==> src/hw/rtl/breakpoint_comparator_table_assert.svh <==
// Assertion macros for the breakpoint comparator table RTL.
// Included by bct_ctrl, which carries the concurrent assertions; no other dependencies.
`ifndef BREAKPOINT_COMPARATOR_TABLE_ASSERT_SVH
`define BREAKPOINT_COMPARATOR_TABLE_ASSERT_SVH

// The consequent must hold in the same cycle as the antecedent.
`define BCT_ASSERT_SAME(label, clk, rst_n, ante, cons, msg) \
    label: assert property (@(posedge clk) disable iff (!rst_n) (ante) |-> (cons)) \
        else $error(msg);

// The consequent must hold in the cycle after the antecedent.
`define BCT_ASSERT_NEXT(label, clk, rst_n, ante, cons, msg) \
    label: assert property (@(posedge clk) disable iff (!rst_n) (ante) |=> (cons)) \
        else $error(msg);

`endif

==> src/hw/rtl/bct_pkg.sv <==
// Package for the breakpoint comparator table: beat types, control and status types,
// operation codes, comparator word constants and the word builder. No dependencies.
`timescale 1ns / 1ps

package bct_pkg;

    typedef enum logic [1:0] {
        OP_SET       = 2'd0,
        OP_CLEAR     = 2'd1,
        OP_DISABLE   = 2'd2,
        OP_CLEAR_ALL = 2'd3
    } bct_op_t;

    typedef struct packed {
        logic [1:0]  operation;
        logic [31:0] address;
        logic [2:0]  size;
    } bct_cmd_t;

    typedef struct packed {
        logic        success;
        logic [2:0]  slot_index;
        logic [31:0] comparator_word;
    } bct_rsp_t;

    typedef struct packed {
        logic load;
        logic rd_en;
        logic capture;
        logic commit;
    } bct_ctl_t;

    typedef struct packed {
        logic cmp_pend;
        logic hit;
        logic cmp_last;
        logic clear_all;
    } bct_sts_t;

    localparam logic [31:0] ADDR_MASK    = 32'h0fff_fffc;
    localparam logic [31:0] HALF_SEL     = 32'h0000_0002;
    localparam logic [2:0]  SIZE_DEFAULT = 3'd2;
    localparam logic [2:0]  SIZE_HALF    = 3'd2;
    localparam logic [31:0] REPL_LOW     = 32'h4000_0000;
    localparam logic [31:0] REPL_HIGH    = 32'h8000_0000;
    localparam logic [31:0] REPL_WORD    = 32'hc000_0000;
    localparam logic [31:0] ENABLE_BIT   = 32'h0000_0001;

    function automatic logic [31:0] bct_build_word(input logic [31:0] addr,
                                                   input logic [2:0]  sz);
        logic [2:0]  eff_sz;
        logic [31:0] repl;
        eff_sz = (sz == 3'd0) ? SIZE_DEFAULT : sz;
        if (eff_sz == SIZE_HALF)
        begin
            repl = ((addr & HALF_SEL) != 32'd0) ? REPL_HIGH : REPL_LOW;
        end
        else
        begin
            repl = REPL_WORD;
        end
        return repl | (addr & ADDR_MASK) | ENABLE_BIT;
    endfunction

endpackage

==> src/hw/rtl/breakpoint_comparator_table.sv <==
// Top level of the breakpoint comparator table.
// Depends on bct_pkg, bct_ctrl and bct_datapath.
//
//   Channel | Direction | Handshake           | Beat
//   cmd     | in        | cmd_valid/cmd_ready | bct_cmd_t (operation, address, size)
//   rsp     | out       | rsp_valid/rsp_ready | bct_rsp_t (success, slot_index, word)
//
// A set, clear or disable scans the code slots one per cycle through the single
// memory read port until a slot matches or the last code slot has been compared.
// Clear all empties the table through its valid bits.
// After reset the table reads as all zero; no clearing pass is needed.
// A result held in the output register does not block the next accept; a new
// result waits in its commit state until the previous beat has been taken.
`timescale 1ns / 1ps

module breakpoint_comparator_table
    import bct_pkg::*;
#(
    parameter int CODE_SLOTS    = 6,
    parameter int LITERAL_SLOTS = 2
)
(
    input  logic     clk,
    input  logic     rst_n,
    input  logic     cmd_valid,
    output logic     cmd_ready,
    input  bct_cmd_t cmd,
    output logic     rsp_valid,
    input  logic     rsp_ready,
    output bct_rsp_t rsp
);

    localparam int TOTAL_SLOTS = CODE_SLOTS + LITERAL_SLOTS;
    localparam int IDX_W       = (TOTAL_SLOTS > 1) ? $clog2(TOTAL_SLOTS) : 1;

    bct_ctl_t         ctl;
    bct_sts_t         sts;
    logic [IDX_W-1:0] rd_addr;

    bct_ctrl #(
        .CODE_SLOTS    (CODE_SLOTS),
        .LITERAL_SLOTS (LITERAL_SLOTS)
    ) u_ctrl (
        .clk       (clk),
        .rst_n     (rst_n),
        .cmd_valid (cmd_valid),
        .cmd_ready (cmd_ready),
        .rsp_valid (rsp_valid),
        .rsp_ready (rsp_ready),
        .sts       (sts),
        .ctl       (ctl),
        .rd_addr   (rd_addr)
    );

    bct_datapath #(
        .CODE_SLOTS    (CODE_SLOTS),
        .LITERAL_SLOTS (LITERAL_SLOTS)
    ) u_datapath (
        .clk     (clk),
        .rst_n   (rst_n),
        .cmd     (cmd),
        .ctl     (ctl),
        .rd_addr (rd_addr),
        .sts     (sts),
        .rsp     (rsp)
    );

endmodule

==> src/hw/rtl/bct_datapath.sv <==
// Datapath of the breakpoint comparator table: comparator memory, valid bits,
// slot matching and the result register. Depends on bct_pkg.
`timescale 1ns / 1ps

module bct_datapath
    import bct_pkg::*;
#(
    parameter int CODE_SLOTS    = 6,
    parameter int LITERAL_SLOTS = 2,
    localparam int TOTAL_SLOTS  = CODE_SLOTS + LITERAL_SLOTS,
    localparam int IDX_W        = (TOTAL_SLOTS > 1) ? $clog2(TOTAL_SLOTS) : 1
)
(
    input  logic             clk,
    input  logic             rst_n,
    input  bct_cmd_t         cmd,
    input  bct_ctl_t         ctl,
    input  logic [IDX_W-1:0] rd_addr,
    output bct_sts_t         sts,
    output bct_rsp_t         rsp
);

    logic [31:0]            comparator_mem [TOTAL_SLOTS];
    logic [TOTAL_SLOTS-1:0] valid_reg;

    logic [1:0]       op_reg;
    logic [31:0]      addr_reg;
    logic [31:0]      word_reg;
    logic [31:0]      mem_q_reg;
    logic             vld_q_reg;
    logic             pend_reg;
    logic [IDX_W-1:0] cmp_idx_reg;
    logic             hold_hit_reg;
    logic [IDX_W-1:0] hold_idx_reg;
    logic [31:0]      hold_word_reg;
    bct_rsp_t         rsp_reg;

    logic [31:0]      rd_word;
    logic             hit;
    logic [31:0]      new_word;
    logic [IDX_W+2:0] idx_ext;

    always_ff @(posedge clk)
    begin
        if (ctl.rd_en)
        begin
            mem_q_reg <= comparator_mem[rd_addr];
        end
        if (ctl.commit && (op_reg != OP_CLEAR_ALL) && hold_hit_reg)
        begin
            comparator_mem[hold_idx_reg] <= hold_word_reg;
        end
    end

    always_ff @(posedge clk or negedge rst_n)
    begin
        if (!rst_n)
        begin
            valid_reg <= '0;
            pend_reg  <= 1'b0;
            vld_q_reg <= 1'b0;
        end
        else
        begin
            pend_reg <= ctl.rd_en;
            if (ctl.rd_en)
            begin
                vld_q_reg <= valid_reg[rd_addr];
            end
            if (ctl.commit)
            begin
                if (op_reg == OP_CLEAR_ALL)
                begin
                    valid_reg <= '0;
                end
                else if (hold_hit_reg)
                begin
                    valid_reg[hold_idx_reg] <= 1'b1;
                end
            end
        end
    end

    always_ff @(posedge clk)
    begin
        if (ctl.load)
        begin
            op_reg   <= cmd.operation;
            addr_reg <= cmd.address;
            word_reg <= bct_build_word(cmd.address, cmd.size);
        end
        if (ctl.rd_en)
        begin
            cmp_idx_reg <= rd_addr;
        end
        if (ctl.capture)
        begin
            hold_hit_reg  <= hit;
            hold_idx_reg  <= cmp_idx_reg;
            hold_word_reg <= new_word;
        end
        if (ctl.commit)
        begin
            if (op_reg == OP_CLEAR_ALL)
            begin
                rsp_reg <= '{success: 1'b1, slot_index: 3'd0, comparator_word: 32'd0};
            end
            else if (hold_hit_reg)
            begin
                rsp_reg <= '{success: 1'b1, slot_index: idx_ext[2:0],
                             comparator_word: hold_word_reg};
            end
            else
            begin
                rsp_reg <= '{success: 1'b0, slot_index: 3'd0, comparator_word: 32'd0};
            end
        end
    end

    // A slot that was never written since reset or the last clear all reads as zero.
    assign rd_word = vld_q_reg ? mem_q_reg : 32'd0;
    assign idx_ext = {3'b000, hold_idx_reg};

    always_comb
    begin
        unique case (bct_op_t'(op_reg))
            OP_SET:
            begin
                hit      = ((rd_word & ENABLE_BIT) == 32'd0);
                new_word = word_reg;
            end
            OP_CLEAR:
            begin
                hit      = ((rd_word | ENABLE_BIT) == word_reg);
                new_word = 32'd0;
            end
            OP_DISABLE:
            begin
                hit      = ((rd_word & ADDR_MASK) == (addr_reg & ADDR_MASK));
                new_word = rd_word & ~ENABLE_BIT;
            end
            default:
            begin
                hit      = 1'b0;
                new_word = 32'd0;
            end
        endcase
    end

    assign sts.cmp_pend  = pend_reg;
    assign sts.hit       = hit;
    assign sts.cmp_last  = (cmp_idx_reg == IDX_W'(CODE_SLOTS - 1));
    assign sts.clear_all = (op_reg == OP_CLEAR_ALL);
    assign rsp           = rsp_reg;

endmodule

==> src/hw/rtl/bct_ctrl.sv <==
// Controller of the breakpoint comparator table: command handshake, slot scan
// sequencing and result valid. Depends on bct_pkg and the assertion macro header.
`timescale 1ns / 1ps

`include "breakpoint_comparator_table_assert.svh"

module bct_ctrl
    import bct_pkg::*;
#(
    parameter int CODE_SLOTS    = 6,
    parameter int LITERAL_SLOTS = 2,
    localparam int TOTAL_SLOTS  = CODE_SLOTS + LITERAL_SLOTS,
    localparam int IDX_W        = (TOTAL_SLOTS > 1) ? $clog2(TOTAL_SLOTS) : 1,
    localparam int CNT_W        = $clog2(TOTAL_SLOTS + 1)
)
(
    input  logic             clk,
    input  logic             rst_n,
    input  logic             cmd_valid,
    output logic             cmd_ready,
    output logic             rsp_valid,
    input  logic             rsp_ready,
    input  bct_sts_t         sts,
    output bct_ctl_t         ctl,
    output logic [IDX_W-1:0] rd_addr
);

    typedef enum logic [1:0] {
        ST_IDLE,
        ST_SCAN,
        ST_COMMIT
    } state_t;

    state_t           state_reg;
    logic [CNT_W-1:0] cnt_reg;
    logic             out_valid_reg;
    logic             out_free;

    assign out_free    = !out_valid_reg || rsp_ready;
    assign cmd_ready   = (state_reg == ST_IDLE);
    assign rsp_valid   = out_valid_reg;
    assign rd_addr     = cnt_reg[IDX_W-1:0];

    assign ctl.load    = cmd_valid && (state_reg == ST_IDLE);
    assign ctl.rd_en   = (state_reg == ST_SCAN) && !sts.clear_all
                         && (cnt_reg < CNT_W'(CODE_SLOTS));
    assign ctl.capture = (state_reg == ST_SCAN) && !sts.clear_all && sts.cmp_pend
                         && (sts.hit || sts.cmp_last);
    assign ctl.commit  = (state_reg == ST_COMMIT) && out_free;

    always_ff @(posedge clk or negedge rst_n)
    begin
        if (!rst_n)
        begin
            state_reg     <= ST_IDLE;
            cnt_reg       <= '0;
            out_valid_reg <= 1'b0;
        end
        else
        begin
            if (ctl.commit)
            begin
                out_valid_reg <= 1'b1;
            end
            else if (rsp_ready)
            begin
                out_valid_reg <= 1'b0;
            end

            unique case (state_reg)
                ST_IDLE:
                begin
                    if (cmd_valid)
                    begin
                        state_reg <= ST_SCAN;
                        cnt_reg   <= '0;
                    end
                end
                ST_SCAN:
                begin
                    if (ctl.rd_en)
                    begin
                        cnt_reg <= cnt_reg + CNT_W'(1);
                    end
                    if (sts.clear_all || ctl.capture)
                    begin
                        state_reg <= ST_COMMIT;
                    end
                end
                ST_COMMIT:
                begin
                    if (out_free)
                    begin
                        state_reg <= ST_IDLE;
                    end
                end
                default:
                begin
                    state_reg <= ST_IDLE;
                end
            endcase
        end
    end

    `BCT_ASSERT_SAME(a_commit_needs_room, clk, rst_n, ctl.commit, !out_valid_reg || rsp_ready, "Result overwritten before it was taken.")
    `BCT_ASSERT_NEXT(a_commit_gives_beat, clk, rst_n, ctl.commit, rsp_valid, "Committed result not presented.")
    `BCT_ASSERT_NEXT(a_accept_busy, clk, rst_n, cmd_valid && cmd_ready, !cmd_ready, "Command accepted while one is in progress.")
    `BCT_ASSERT_SAME(a_read_in_range, clk, rst_n, ctl.rd_en, cnt_reg < CNT_W'(CODE_SLOTS), "Scan read beyond the code slots.")

endmodule
==> config.mk <==
export PLATFORM = sky130hd
export DESIGN_NAME = breakpoint_comparator_table
export DESIGN_NICKNAME = d
export VERILOG_FILES = /design/src/hw/rtl/bct_pkg.sv /design/src/hw/rtl/breakpoint_comparator_table.sv /design/src/hw/rtl/bct_datapath.sv /design/src/hw/rtl/bct_ctrl.sv
export VERILOG_INCLUDE_DIRS = /design/src /design/src/hw/rtl
export SDC_FILE = /design/constraint.sdc
export NUM_CORES = 1
export LEC_CHECK = 0
export ABC_AREA = 0
export BUFFER_PORTS_ARGS = -buffer_cell sky130_fd_sc_hd__clkbuf_2
export CAP_MARGIN = 30
export CELL_PAD_IN_SITES_DETAIL_PLACEMENT = 0
export CELL_PAD_IN_SITES_GLOBAL_PLACEMENT = 1
export CORE_MARGIN = 2
export CORE_UTILIZATION = 45
export DETAILED_ROUTE_END_ITERATION = 7
export GPL_TIMING_DRIVEN = 1
export PLACE_DENSITY_LB_ADDON = 0.08
export SLEW_MARGIN = 10
export SYNTH_ARGS = -nofsm -noshare
export SYNTH_HDL_FRONTEND = slang
export SYNTH_SLANG_ARGS = --single-unit
==> constraint.sdc <==
create_clock -name clk -period 7.8 [get_ports clk]
set_clock_uncertainty 0.2 [all_clocks]
set_input_delay 0.39 -clock clk [delete_from_list [all_inputs] [get_ports clk]]
set_output_delay 0.39 -clock clk [all_outputs]
set_load 0.02 [all_outputs]
==> flow_metrics.env <==
export IMPL_netlist_instances=822
export IMPL_startpoint_type="flop"
export IMPL_synthFlopType="edfxtp_1"
export IMPL_critical_path_max_fanout=51
export IMPL_chipHeight_um=192
export IMPL_io_buffers=72
export IMPL_hold_path_class="input pin to async pin"
export IMPL_h_tree_depth=2
export IMPL_grt_antenna_before_repair=0
export IMPL_avgSynthCellArea_um2=19.3
export IMPL_grt_overflow=0
export IMPL_ys_top_cells_by_area="edfxtp_1, mux4_2, dfrtp_1"
export IMPL_yosys_warnings=0
export IMPL_synth_edf_count=393
export IMPL_std_cell_rows=68
export IMPL_largest_register_ff_count=256
export IMPL_clk_insertion_delay_late_ps=550
export IMPL_drc=0
export IMPL_setup_violations=0
export IMPL_core_area_mm2=0.0346
export IMPL_powerDensity_mw_per_mm2=330
export IMPL_wl_per_cell_um=25.0
export IMPL_dpl_hpwl_um=20200
export IMPL_yosysSeqAreaShare_pct=76.8
export IMPL_clock_sinks=408
export IMPL_ys_ff_latch=408
export IMPL_synthArstFlopShare_pct=3.68
export IMPL_grt_max_degree=52
export IMPL_grt_use_total_pct=20.4
export IMPL_grt_pass1_vias=8523
export IMPL_postRouteAntennaNets=0
export IMPL_required_ps=7760
export IMPL_drt_first_pass_iters=4
export IMPL_syn_nets=864
export IMPL_drive_above_1_share_pct=28.4
export IMPL_grt_setup_unrepaired="false"
export IMPL_crit_type="flop to flop"
export IMPL_dieArea_mm2=0.0368
export IMPL_peakVddDrop_mv=0.180
export IMPL_cts_clk_slew_worst_paths_ps=60
export IMPL_clock_path_buffers=3
export IMPL_cts_tree="done"
export IMPL_drtIter0Drc=595
export IMPL_ios=79
export IMPL_initial_core_util_pct=45.8
export IMPL_synth_top_area_cell="edfxtp_1"
export IMPL_tightest_slew_ps=848
export IMPL_hold_viol_final=0
export IMPL_dp_cells=1330
export IMPL_die_w_um=192
export IMPL_vias_per_cell=5.65
export IMPL_drv_slew=0
export IMPL_max_cap_violations=0
export IMPL_slew_headroom_pct=43.5
export IMPL_fmax_mhz=244
export IMPL_final_cells=1444
export IMPL_cp_arrival_ps=4060
export IMPL_p_leak_nw=6.22
export IMPL_yosys_area_top_type_share_pct=74.4
export IMPL_wirelength_um=36100
export IMPL_fin_crit_ps=4090
export IMPL_area_growth_pct=18.2
export IMPL_netlist_top_cells_count="edfxtp_1, mux4_2, nor2_1, and3_1, mux2_2"
export IMPL_synth_distinct_cells=51
export IMPL_synthMostInstantiatedCell="edfxtp_1"
export IMPL_gp_congestion=0.777
export IMPL_grt_pass1_wl_um=54000
export IMPL_fin_setup_tns_ps=0
export IMPL_status="finished clean"
export IMPL_syn_area_mm2=0.0159
export IMPL_cts_root_buf="clkbuf_16"
export IMPL_rr_worst_depth=10
export IMPL_total_power_w=0.00619
export IMPL_vias=8163
export IMPL_end_kind="flop"
export IMPL_fin_crit_sh_pct=52.5
export IMPL_cts_setup_buffers=0
export IMPL_fin_nets=997
export IMPL_cts_made_buffers=42
-- worst paths after layout --
| path | start | to | slack [ps] |
|---|---|---|---|
| max reg2reg | u_datapath.op_reg[1] | u_datapath.hold_word_reg[8] | 3710 |
| max | u_datapath.op_reg[1] | u_datapath.hold_word_reg[8] | 3710 |
| max in group asynchronous | rst_n | u_ctrl.cnt_reg[0] | 6970 |
| min | rst_n | u_datapath.valid_reg[5] | 100 |
| min reg2reg | u_datapath.cmp_idx_reg[1] | u_datapath.hold_idx_reg[1] | 250 |
| min in group clk | u_datapath.cmp_idx_reg[1] | u_datapath.hold_idx_reg[1] | 250 |
-- area by class of cell --
type,count,area (µm²)
sequential,408,12200
timing repair buffer,131,927
antenna,1,2.50
fill,2700,15900
clock buffer,54,1160
tap,455,569
inverter,9,33.8
multi-input combinational,363,3560
clock inverter,23,318
-- critical path, stage by stage, from the launching register on --
cell and delay, ps:
edfxtp_1 360, buf_4 300, nand2_1 560, buf_4 470, o2111ai_1 160, a2111oi_0 300, nand4b_1 210, o31ai_4 320
o21ai_2 140, nor2_4 80, buf_4 540
-- cells by family (layout without fill, tap and decap cells) --
logic type / count (synthesis) / after routing / share of synthesized area, %
AND/OR/NAND/NOR: 179 / 179 / 6.17
flip-flops: 408 / 408 / 76.8
buffers and inverters: 51 / 217 / 1.30
XOR/XNOR: 13 / 13 / 0.718
AO/OA/AOI/OAI: 70 / 70 / 3.27
other: 0 / 1 / 0
multiplexers: 100 / 100 / 11.7
adder cells (fa/ha/maj): 1 / 1 / 0.0789
-- layout by cell type (no fill, tap or decap), drive strengths merged, types with 10 or more instances in the layout --
master	n
a21oi	26
and3	36
buf	24
clkbuf	126
clkinv	13
dfrtp	15
dlygate4sd3	35
edfxtp	393
inv	10
mux2	33
mux4	65
nand2	18
nand2b	24
nand3	19
nor2	40
nor2b	15
-- report_power, final --
group | total, W | switching (W) | internal (W)
Combinational | 0.00115 | 0.000618 | 0.000536
Clock | 0.00213 | 0.000814 | 0.00131
Sequential | 0.00291 | 0.000209 | 0.00270
Total | 0.00619 | 0.00164 | 0.00455
-- layer usage --
layer  track usage [%]  share of wire (%)  up-vias
met2              34.4                 50      205
li1                  -                  -     3576
met1              28.1                 44     4335
met5                 0                  0        -
met4              4.67                1.6        0
met3              3.14                4.7       47
-- through the flow --
| step | setup slack, ps | hold slack [ps] | cell area [µm²] | utilization, % |
|---|---|---|---|---|
| 4_1_cts | 3660 | 92.5 | 18700 | 54.1 |
| 5_1_grt | 3370 | 129 | 18700 | 54.1 |
| 6_report | 3710 | 102 | 18700 | 54.1 |
| 2_1_floorplan | 2080 | -106 | 15900 | - |
| 3_5_place_dp | 3700 | 135 | 16900 | 48.8 |
| 3_3_place_gp | 3660 | 126 | 16900 | 48.7 |
-- timing repair --
item                                   in CTS  in global routing
resized for setup                           0                  0
hold buffers                               35                  0
setup endpoints to repair                   0                  0
endpoints found under the hold margin      47                  0
Power figures use the tool's default switching activity.
